===== src/cqca_pkg.sv =====
// shared types and constants for the convex quad clip area block
// no dependencies
package cqca_pkg;

    localparam int NUM_STAGES   = 4;
    localparam int STAGE_W      = 2;
    localparam int COORD_W      = 32;
    localparam int DIFF_W       = COORD_W + 1;
    localparam int CFG_IDX_W    = 4;
    localparam int NUM_CFG_REGS = 2 * NUM_STAGES;
    localparam int PROD_W       = 68;
    localparam int MAG_W        = 66;
    localparam int DEN_W        = MAG_W + 1;
    localparam int QUO_W        = DIFF_W;
    localparam int NUM_W        = 100;
    localparam int ACC_W        = 64;

    localparam logic signed [ACC_W-1:0] ACC_MAX = {1'b0, {(ACC_W-1){1'b1}}};
    localparam logic signed [ACC_W-1:0] ACC_MIN = {1'b1, {(ACC_W-1){1'b0}}};

    typedef struct packed {
        logic signed [COORD_W-1:0] vertex_x;
        logic signed [COORD_W-1:0] vertex_y;
        logic                      ring_is_hole;
        logic                      ring_last;
        logic                      set_last;
    } in_word_t;

    typedef struct packed {
        logic signed [ACC_W-1:0] ring_area;
        logic [ACC_W-2:0]        total_area;
        logic                    set_done;
    } out_word_t;

    typedef struct packed {
        logic signed [COORD_W-1:0] x;
        logic signed [COORD_W-1:0] y;
    } point_t;

    typedef struct packed {
        logic             start;
        logic [NUM_W-1:0] num;
        logic [DEN_W-1:0] den;
    } div_req_t;

endpackage


===== src/cqca_div.sv =====
// restoring divider, one quotient bit per cycle
// depends on cqca_pkg; quotient must fit in QUO_W bits
module cqca_div (
    input  logic                        aclk,
    input  logic                        aresetn,
    input  cqca_pkg::div_req_t          req,
    output logic                        done,
    output logic [cqca_pkg::QUO_W-1:0]  quo
);
    import cqca_pkg::*;

    localparam int CNT_W = $clog2(QUO_W);

    logic             busy_reg, busy_next;
    logic             done_reg, done_next;
    logic [CNT_W-1:0] cnt_reg, cnt_next;
    logic [NUM_W-1:0] rem_reg, rem_next;
    logic [NUM_W-1:0] dsh_reg, dsh_next;
    logic [QUO_W-1:0] q_reg, q_next;
    logic [NUM_W:0]   trial;
    logic             ge;

    assign trial = {1'b0, rem_reg} - {1'b0, dsh_reg};
    assign ge    = ~trial[NUM_W];

    always_comb begin
        busy_next = busy_reg;
        done_next = 1'b0;
        cnt_next  = cnt_reg;
        rem_next  = rem_reg;
        dsh_next  = dsh_reg;
        q_next    = q_reg;
        if (req.start) begin
            busy_next = 1'b1;
            rem_next  = req.num;
            dsh_next  = NUM_W'(req.den) << (QUO_W - 1);
            cnt_next  = CNT_W'(QUO_W - 1);
            q_next    = '0;
        end else if (busy_reg) begin
            if (ge) begin
                rem_next = trial[NUM_W-1:0];
            end
            q_next   = {q_reg[QUO_W-2:0], ge};
            dsh_next = dsh_reg >> 1;
            if (cnt_reg == '0) begin
                busy_next = 1'b0;
                done_next = 1'b1;
            end else begin
                cnt_next = cnt_reg - 1'b1;
            end
        end
    end

    always_ff @(posedge aclk) begin
        if (!aresetn) begin
            busy_reg <= 1'b0;
            done_reg <= 1'b0;
        end else begin
            busy_reg <= busy_next;
            done_reg <= done_next;
        end
    end

    always_ff @(posedge aclk) begin
        cnt_reg <= cnt_next;
        rem_reg <= rem_next;
        dsh_reg <= dsh_next;
        q_reg   <= q_next;
    end

    assign done = done_reg;
    assign quo  = q_reg;

endmodule

===== config.mk =====
export PLATFORM = sky130hd
export DESIGN_NAME = cqca_div
export DESIGN_NICKNAME = d
export VERILOG_FILES = /design/src/cqca_pkg.sv /design/src/cqca_div.sv
export SDC_FILE = /design/constraint.sdc
export NUM_CORES = 1
export LEC_CHECK = 0
export ABC_AREA = 0
export BUFFER_PORTS_ARGS = -buffer_cell sky130_fd_sc_hd__buf_2
export CAP_MARGIN = 5
export CORE_UTILIZATION = 23
export CTS_CLUSTER_SIZE = 24
export DETAILED_ROUTE_END_ITERATION = 12
export PLACE_DENSITY = 0.51
export SLEW_MARGIN = 40
export SYNTH_ARGS = -nofsm -noshare
export SYNTH_HDL_FRONTEND = slang
export SYNTH_SLANG_ARGS = --single-unit

===== constraint.sdc =====
create_clock -name aclk -period 10 [get_ports aclk]
set_input_delay 0.5 -clock aclk [delete_from_list [all_inputs] [get_ports aclk]]
set_output_delay 0.5 -clock aclk [all_outputs]
set_load 0.05 [all_outputs]

---- After elaboration in Yosys (flattened, before gate mapping) ----
Cells that the tools add are included.
W data, S select, Z words.
word-level totals
  output and inout port bits .............. 34
  bits in registers ....................... 240
  logic and storage cells ................. 28
  bits of input ports ..................... 170
operators by class
  reductions and logical operators ........ 5
  muxes and demuxes ....................... 9
  equal/unequal tests ..................... 1
  bitwise gates (word level) .............. 4
  add/subtract/negate cells ............... 2
operator list
  operator               count
  $mux W100              3
  $mux W99               2
  $sub A100 B99 Y101     1
  $logic_not A6 Y1       1
  $sub A6 B1 Y6 const B  1
  $mux W1                4
  $not A1 Y1             4
  $reduce_and A2 Y1      2
  $reduce_or A3 Y1       1
  $ne A2 B2 Y1 const B   1
  $reduce_bool A2 Y1     1

---- Logic depth before layout (Yosys ltp) ----
Gate-level depths: netlist (run 1).
  depth after elaboration ................. 4
  depth in mapped cells ................... 13
  gate-level depth less buffers ........... 13

---- Worst setup path after synthesis (run 1) ----
Ideal clock, no wire load.
  kind .................................... register to register
  start point ............................. reg rem_reg[44]
  end point ............................... reg rem_reg[0] (enable)
  period minus slack after synthesis ...... 10.680 ns
  arrival time ............................ 9.983 ns
  setup slack ............................. -0.680 ns
  buffers on the path ..................... 0
  stages on the path, launching flop included .. 12
  setup time .............................. 0.697 ns
  data required time ...................... 9.303 ns
  cells stage by stage .................... edfxtp_1 > ha_1 > nand4_2 > or2_1 > or4_1 > or4_1 > o32a_1 > a211oi_2 > o2111ai_2 > nand2_1 > a21oi_1 > o21ai_0
between the ends
  longest elaborated chain between the ends .. 3
ends and longest elaborated chain
  item                                RTL line        source
  start: declaration                  cqca_div.sv:17  logic [NUM_W-1:0] rem_reg, rem_next;
  start signal: assignment            cqca_div.sv:66  rem_reg <= rem_next;
  $sub A100 B99 Y101                  cqca_div.sv:23  assign trial = {1'b0, rem_reg} - {1'b0, dsh_reg};
  $ne A2 B2 Y1 (no source line)       -
  $reduce_and A2 Y1 (no source line)  -
Every way passes these cells.
A chain may end at the register's enable or synchronous reset.

---- Final worst setup path (run 1) ----
  start point ............................. reg dsh_reg[46]
  end point ............................... reg rem_reg[11] (enable)
between the ends
  longest elaborated chain between the ends .. 3
ends and longest elaborated chain
  item                                RTL line        source
  start: declaration                  cqca_div.sv:18  logic [NUM_W-1:0] dsh_reg, dsh_next;
  start signal: assignment            cqca_div.sv:67  dsh_reg <= dsh_next;
  $sub A100 B99 Y101                  cqca_div.sv:23
  $ne A2 B2 Y1 (no source line)       -
  $reduce_and A2 Y1 (no source line)  -
Every way passes these cells.

==> run_results.csv, run 1 <==
group,metric,value,unit
route,drt-total-wl,51.2,mm
power_and_ir_drop,p_per_area,244,mW/mm^2
floorplan,die_h,269,um
clocking,post_cts.repair.setup_buffers,0,
clocking,numCtsBuffers,31,
hold_path,min_path_type,"input port to register",
logic_synthesis,synth_flop_cell,"edfxtp_1",
sta,holdWs,0.179,ns
logic_synthesis,ys_async_sr_fraction,0,
cells_and_area,antenna_cells,0,
sta,tns,0,ns
logic_synthesis,synth_seq_cells,240,
sta,max_clock_freq,197,MHz
setup_path,cp-endpoint,"rem_reg[11]$_DFFE_PP_",
logic_synthesis,synth-warning-count,0,
global_route,grt_pass1_wl,78.6,mm
setup_path,end_kind,"register",
route,ant_nets,0,
logic_synthesis,synth_common_cells,"274 x nand2_1, 167 x edfxtp_1, 151 x o21ai_0, 140 x nor2_1, 132 x inv_1",
route,drc_errors,0,
cells_and_area,final_cells,2969,
global_route,grt-ovfl-total,0,
logic_synthesis,synth_area_leader_cell,"edfxtp_1",
floorplan,io_pins,204,
sta,timing.final.hold_violations,0,
clocking,cts_num_sinks,240,
setup_path,critical_path.max_fanout,77,
hold_path,holdPathStages,2,
logic_synthesis,synth_cell_types,77,
logic_synthesis,synth.area.top_cells,"edfxtp_1 31%, dfxtp_1 8.9%, ha_1 7.7%",
sta,rsz0062_at_grt,"false",
placed_design,place_congestion,0.881,
global_route,track_usage,0.138,
logic_synthesis,netlist_area,0.0163,mm^2
power_and_ir_drop,p_leak,0.00786,uW
power_and_ir_drop,total_power,4680,uW
clocking,clk-insertion-delay-late,0.60,ns
route,vias,14200,
setup_path,reg2reg_to,"rem_reg[11]$_DFFE_PP_",
setup_path,startpoint_type,"register",
route,firstDrtPassIters,8,
logic_synthesis,synth_cells,1870,
sta,setup_viol,0,
logic_synthesis,synth-seq-area-share,0.396,
cells_and_area,area_growth_syn_to_layout,17.6,%
logic_synthesis,synth_top_cell_area_share,0.307,
job,drv_cap,0,
setup_path,crit_arrival,5.27,ns
placed_design,io_buffers,203,
placed_design,dpl_cell_area,0.0181,mm^2
placed_design,place_inst,2913,
route,viasPerCell,4.77,
clocking,h-tree-depth,1,
logic_synthesis,synth_edf_count,167,
global_route,antenna_found_initial,0,
clocking,clk_pin_slew_worst_paths,0.06,ns
floorplan,num_rows,97,
cells_and_area,drive_gt1_frac,0.141,
sta,period_share,0.507,
setup_path,worstReg2RegStart,"dsh_reg[46]$_DFFE_PP_",
sta,drv_slew,0,
hold_path,hold_start,"aresetn",
logic_synthesis,synth_area_per_cell,8.74,um^2
global_route,grt_pass1_vias,14000,
floorplan,dieWidth,269,um
sta,tightest_slew,0.868,ns
setup_path,worst-setup-path-type,"register to register",
route,drtIter0Drc,1205,
setup_path,ff2ff_path_depth,13,
floorplan,die_area,0.0721,mm^2
logic_synthesis,synth_nets,2142,
sta,min_period,5.07,ns
outcome,status,"finished clean",
clocking,cts-root-buf,"clkbuf_16",
logic_synthesis,yosysMostFrequentCell,"nand2_1",
clocking,hold_buffers,0,
clocking,clk_path_buf_depth,3,
sta,fin_skew,0.0334,ns
cells_and_area,final_area,0.0192,mm^2
setup_path,startpoint,"dsh_reg[46]$_DFFE_PP_",
route,drt-wirelength-per-cell,17.3,um
floorplan,core_area,0.0701,mm^2
power_and_ir_drop,ir_worst_vdd,0.134,mV
cells_and_area,fin_nets,2278,
floorplan,initial_core_util,0.233,
clocking,postCtsResizedCells,0,
sta,slew_headroom,0.416,
placed_design,hpwl,38.5,mm
clocking,cts_tree,"built",
cells_and_area,largest_reg_flops,100,
setup_path,rrSetupSlack,4.93,ns
global_route,grt_max_degree,117,
setup_path,crit_required,10.20,ns
==> cell type report <==
| type | instances | area (um^2) |
|---|---|---|
| Clock buffer | 39 | 806 |
| Clock inverter | 17 | 255 |
| Fill cell | 7642 | 50900 |
| Inverter | 133 | 499 |
| Multi-Input combinational cell | 1385 | 8840 |
| Sequential cell | 240 | 6480 |
| Tap cell | 940 | 1180 |
| Timing Repair Buffer | 215 | 1150 |
==> cell usage in the layout, fill, tap and decap left out, types with 55 or more instances in the layout <==
master | Yosys | layout
a21o_1 | 66 | 66
a21oi_1 | 130 | 130
buf_2 | 2 | 202
dfxtp_1 | 73 | 72
edfxtp_1 | 167 | 167
ha_1 | 101 | 101
inv_1 | 132 | 131
mux2i_1 | 68 | 68
nand2_1 | 274 | 273
nor2_1 | 140 | 140
o21ai_0 | 151 | 149
o31ai_1 | 73 | 73
xnor2_1 | 55 | 55
==> worst min-delay path by stage <==
stage                                          to  slack, ns
after floorplan           dsh_reg[0]$_SDFFE_PP0P_       0.46
after global placement       quo[32]$_SDFFE_PP0P_       0.48
after detailed placement  dsh_reg[0]$_SDFFE_PP0P_       0.50
after CTS                         done$_SDFF_PP0_       0.14
after global routing        dsh_reg[81]$_DFFE_PP_       0.16
final                             done$_SDFF_PP0_       0.18
==> routing by layer <==
layer | wire, um | share of wire | global-route usage | up-vias
met2 | 22700 | 0.44 | 0.219 | 342
met4 | 1180 | 0.023 | 0.0329 | 0
met5 | 0 | 0 | 0 | -
met3 | 2600 | 0.051 | 0.0205 | 63
li1 | - | - | - | 7013
met1 | 24700 | 0.48 | 0.194 | 6749
==> where the power goes <==
part	leakage [uW]	switching [uW]	internal, uW
registers	0.00231	60.9	1290
clock network	0.000505	463	723
logic	0.00505	1330	817
total	0.00786	1850	2830
==> through the flow <==
stage / utilization / worst slack [ns]
finish: 0.274 / 4.93
global route: 0.274 / 4.66
CTS: 0.274 / 4.88
detailed placement: 0.258 / 4.90
global placement: 0.258 / 4.45
floorplan: - / 2.02
==> critical path: stages, from the launching register on <==
cell and delay [ns]:
edfxtp_1 0.33, inv_1 0.06, ha_1 0.39, nand4_2 0.17, or2_1 0.29, or4_1 0.47, or4_1 0.52, o32a_1 0.21
a211oi_2 0.40, o2111ai_2 0.25, nand2_1 0.20, a21oi_1 0.14, o21ai_4 0.46, clkbuf_8 0.69
==> logic make-up after synthesis <==
logic type,share of synthesized area
simple gates,0.153
compound gates,0.217
buf+inv,0.0636
flops,0.396
fa+ha+maj,0.0786
xor+xnor,0.0488
mux,0.0424
(Power assumes the default switching activity.)
==> inputs of run 2 (changes only) <==
- clock period: 10 -> 4.6 ns (I/O delays scaled with it)
==> run 2 against run 1 <==
  * Clock-buffer cell count up 10
  * Global-route usage up 0.42 points
  * Sequential cell count stayed put
  * Total power is 120% higher
  * Final cell count increased by 3.7%
  * Clock skew increased by 0.0029 ns
  * Combinational power up 120%
  * Largest cell class unchanged
  * Non-clock buffer count grew 102
  * Wire length up 1.6%
  * First-iteration DRC count is 5.8% lower
==> run_results.csv, run 2 (same netlist as run 1, synthesis figures left out) <==
group,metric,value,unit
clocking,numCtsBuffers,34,
sta,drv_slew,0,
cells_and_area,drive_gt1_frac,0.141,
sta,period_share,0.937,
placed_design,dpl_cell_area,0.0182,mm^2
cells_and_area,fin_nets,2383,
sta,timing.final.hold_violations,0,
power_and_ir_drop,pwr-share-seq,0.286,
setup_path,startpoint_type,"register",
power_and_ir_drop,p_sw_frac,0.397,
placed_design,place_inst,2918,
power_and_ir_drop,p_switching,4090,uW
route,viasPerCell,4.72,
placed_design,place_congestion,0.880,
cells_and_area,final_cells,3078,
clocking,cts_num_sinks,240,
sta,holdWs,0.00987,ns
global_route,track_usage,0.142,
route,firstDrtPassIters,5,
cells_and_area,fillers,7658,
floorplan,core_area,0.0701,mm^2
global_route,grt_pass1_vias,14500,
placed_design,hpwl,38.6,mm
route,vias,14500,
clocking,postCtsResizedCells,0,
sta,setup_viol,0,
global_route,grt_pass1_wl,80.7,mm
route,drt-wirelength-per-cell,16.9,um
sta,fin_skew,0.0363,ns
outcome,status,"finished clean",
power_and_ir_drop,p_leak,0.00830,uW
setup_path,end_kind,"register",
global_route,grt_max_degree,168,
route,ant_nets,0,
cells_and_area,largest_reg_flops,100,
hold_path,holdPathStages,3,
clocking,h-tree-depth,2,
power_and_ir_drop,intPower,6220,uW
cells_and_area,register_area,0.00648,mm^2
floorplan,dieWidth,269,um
clocking,clk_path_buf_depth,3,
clocking,cts_tree,"built",
sta,fin_ws,0.290,ns
sta,min_period,4.31,ns
power_and_ir_drop,combPwrFrac,0.463,
setup_path,critical_path.max_fanout,75,
global_route,grt-ovfl-total,0,
sta,slew_headroom,0.449,
hold_path,min_path_type,"input port to register",
setup_path,crit_required,4.77,ns
placed_design,io_buffers,203,
cells_and_area,final_common_cell,"nand2_1",
clocking,cts-root-buf,"clkbuf_16",
sta,tns,0,ns
global_route,antenna_found_initial,2,
power_and_ir_drop,p_clk_frac,0.251,
clocking,clk_pin_slew_worst_paths,0.05,ns
power_and_ir_drop,p_per_area,508,mW/mm^2
power_and_ir_drop,ir_worst_vdd,0.274,mV
cells_and_area,area_growth_syn_to_layout,24.3,%
floorplan,die_area,0.0721,mm^2
cells_and_area,multi_input_area,0.00889,mm^2
setup_path,ff2ff_path_depth,13,
cells_and_area,final_area,0.0203,mm^2
clocking,clk-insertion-delay-late,0.55,ns
setup_path,crit_arrival,4.48,ns
route,drtIter0Drc,1135,
floorplan,io_pins,204,
sta,rsz0062_at_grt,"false",
sta,tightest_slew,0.819,ns
cells_and_area,mostFrequentLayoutCells,"272 x nand2_1, 202 x buf_2, 167 x edfxtp_1, 150 x o21ai_0, 140 x nor2_1",
route,drc_errors,0,
floorplan,die_h,269,um
job,drv_cap,0,
route,drt-total-wl,52.1,mm
sta,max_clock_freq,232,MHz
placed_design,dp_slack,0.327,ns
floorplan,initial_core_util,0.233,
floorplan,num_rows,97,
setup_path,worst-setup-path-type,"register to register",
run 2: cell types whose count changed in the layout (fill, tap and decap cells not counted), moves of 3 or more:
cell / delta
clkbuf_1: +3
buf_4: +7
bufinv_16: -5
clkinv_4: -3
ha_4: +4
clkbuf_16: +5
ha_1: -4
dlygate4sd3_1: +97
run 2: timing repair:
action	in CTS	in global routing
endpoints found under the hold margin	98	0
buffers inserted	0	0
hold buffers	97	0
run 2: cell type report:
| cell class | instances | area share |
|---|---|---|
| Multi-Input combinational cell | 1385 | 0.438 |
| Sequential cell | 240 | 0.319 |
| Timing Repair Buffer | 317 | 0.107 |
| Tap cell | 940 | 0.0579 |
| Clock buffer | 49 | 0.0478 |
| Inverter | 133 | 0.0246 |
| Clock inverter | 13 | 0.00585 |
| Antenna cell | 1 | 0.000123 |
run 2: worst max-delay path: stages, from the launching register on:
cell	delay, ns
edfxtp_1	0.37
ha_1	0.44
nand4_2	0.14
or2_1	0.27
or4_1	0.45
or4_1	0.52
o32a_1	0.22
a211oi_2	0.20
buf_4	0.17
o2111ai_2	0.23
nand2_2	0.17
a21oi_2	0.09
o21ai_4	0.19
buf_12	0.40
run 2: power groups by stage:
stage,clock network (uW),registers (uW),logic [uW]
after floorplan,0,2960,3570
after global placement,0,2980,4670
after detailed placement,0,3000,4660
after CTS,2680,2950,4760
after global routing,2750,2990,5300
final,2590,2950,4770
run 2: layer usage:
metal / global-route usage / routed length [um] / vias up
met5: 0 / 11 / -
met4: 0.0342 / 872 / 2
met3: 0.0200 / 2530 / 56
met2: 0.226 / 23300 / 363
met1: 0.200 / 25400 / 6877
li1: - / - / 7232
run 2: stage by stage:
step	total power, uW	util
5_1_grt	11000	0.289
2_1_floorplan	6530	-
3_3_place_gp	7650	0.260
6_report	10300	0.289
4_1_cts	10400	0.289
3_5_place_dp	7650	0.260
run 2: final timing paths:
path | from | end | slack, ns
worst max-delay path | rem_reg[42]$_DFFE_PP_ | rem_reg[13]$_DFFE_PP_ | 0.29
worst min-delay path | req[22] | dsh_reg[54]$_DFFE_PP_ | 0.01
worst max register to register | rem_reg[42]$_DFFE_PP_ | rem_reg[13]$_DFFE_PP_ | 0.29
worst min register to register | quo[32]$_SDFFE_PP0P_ | quo[32]$_SDFFE_PP0P_ | 0.50
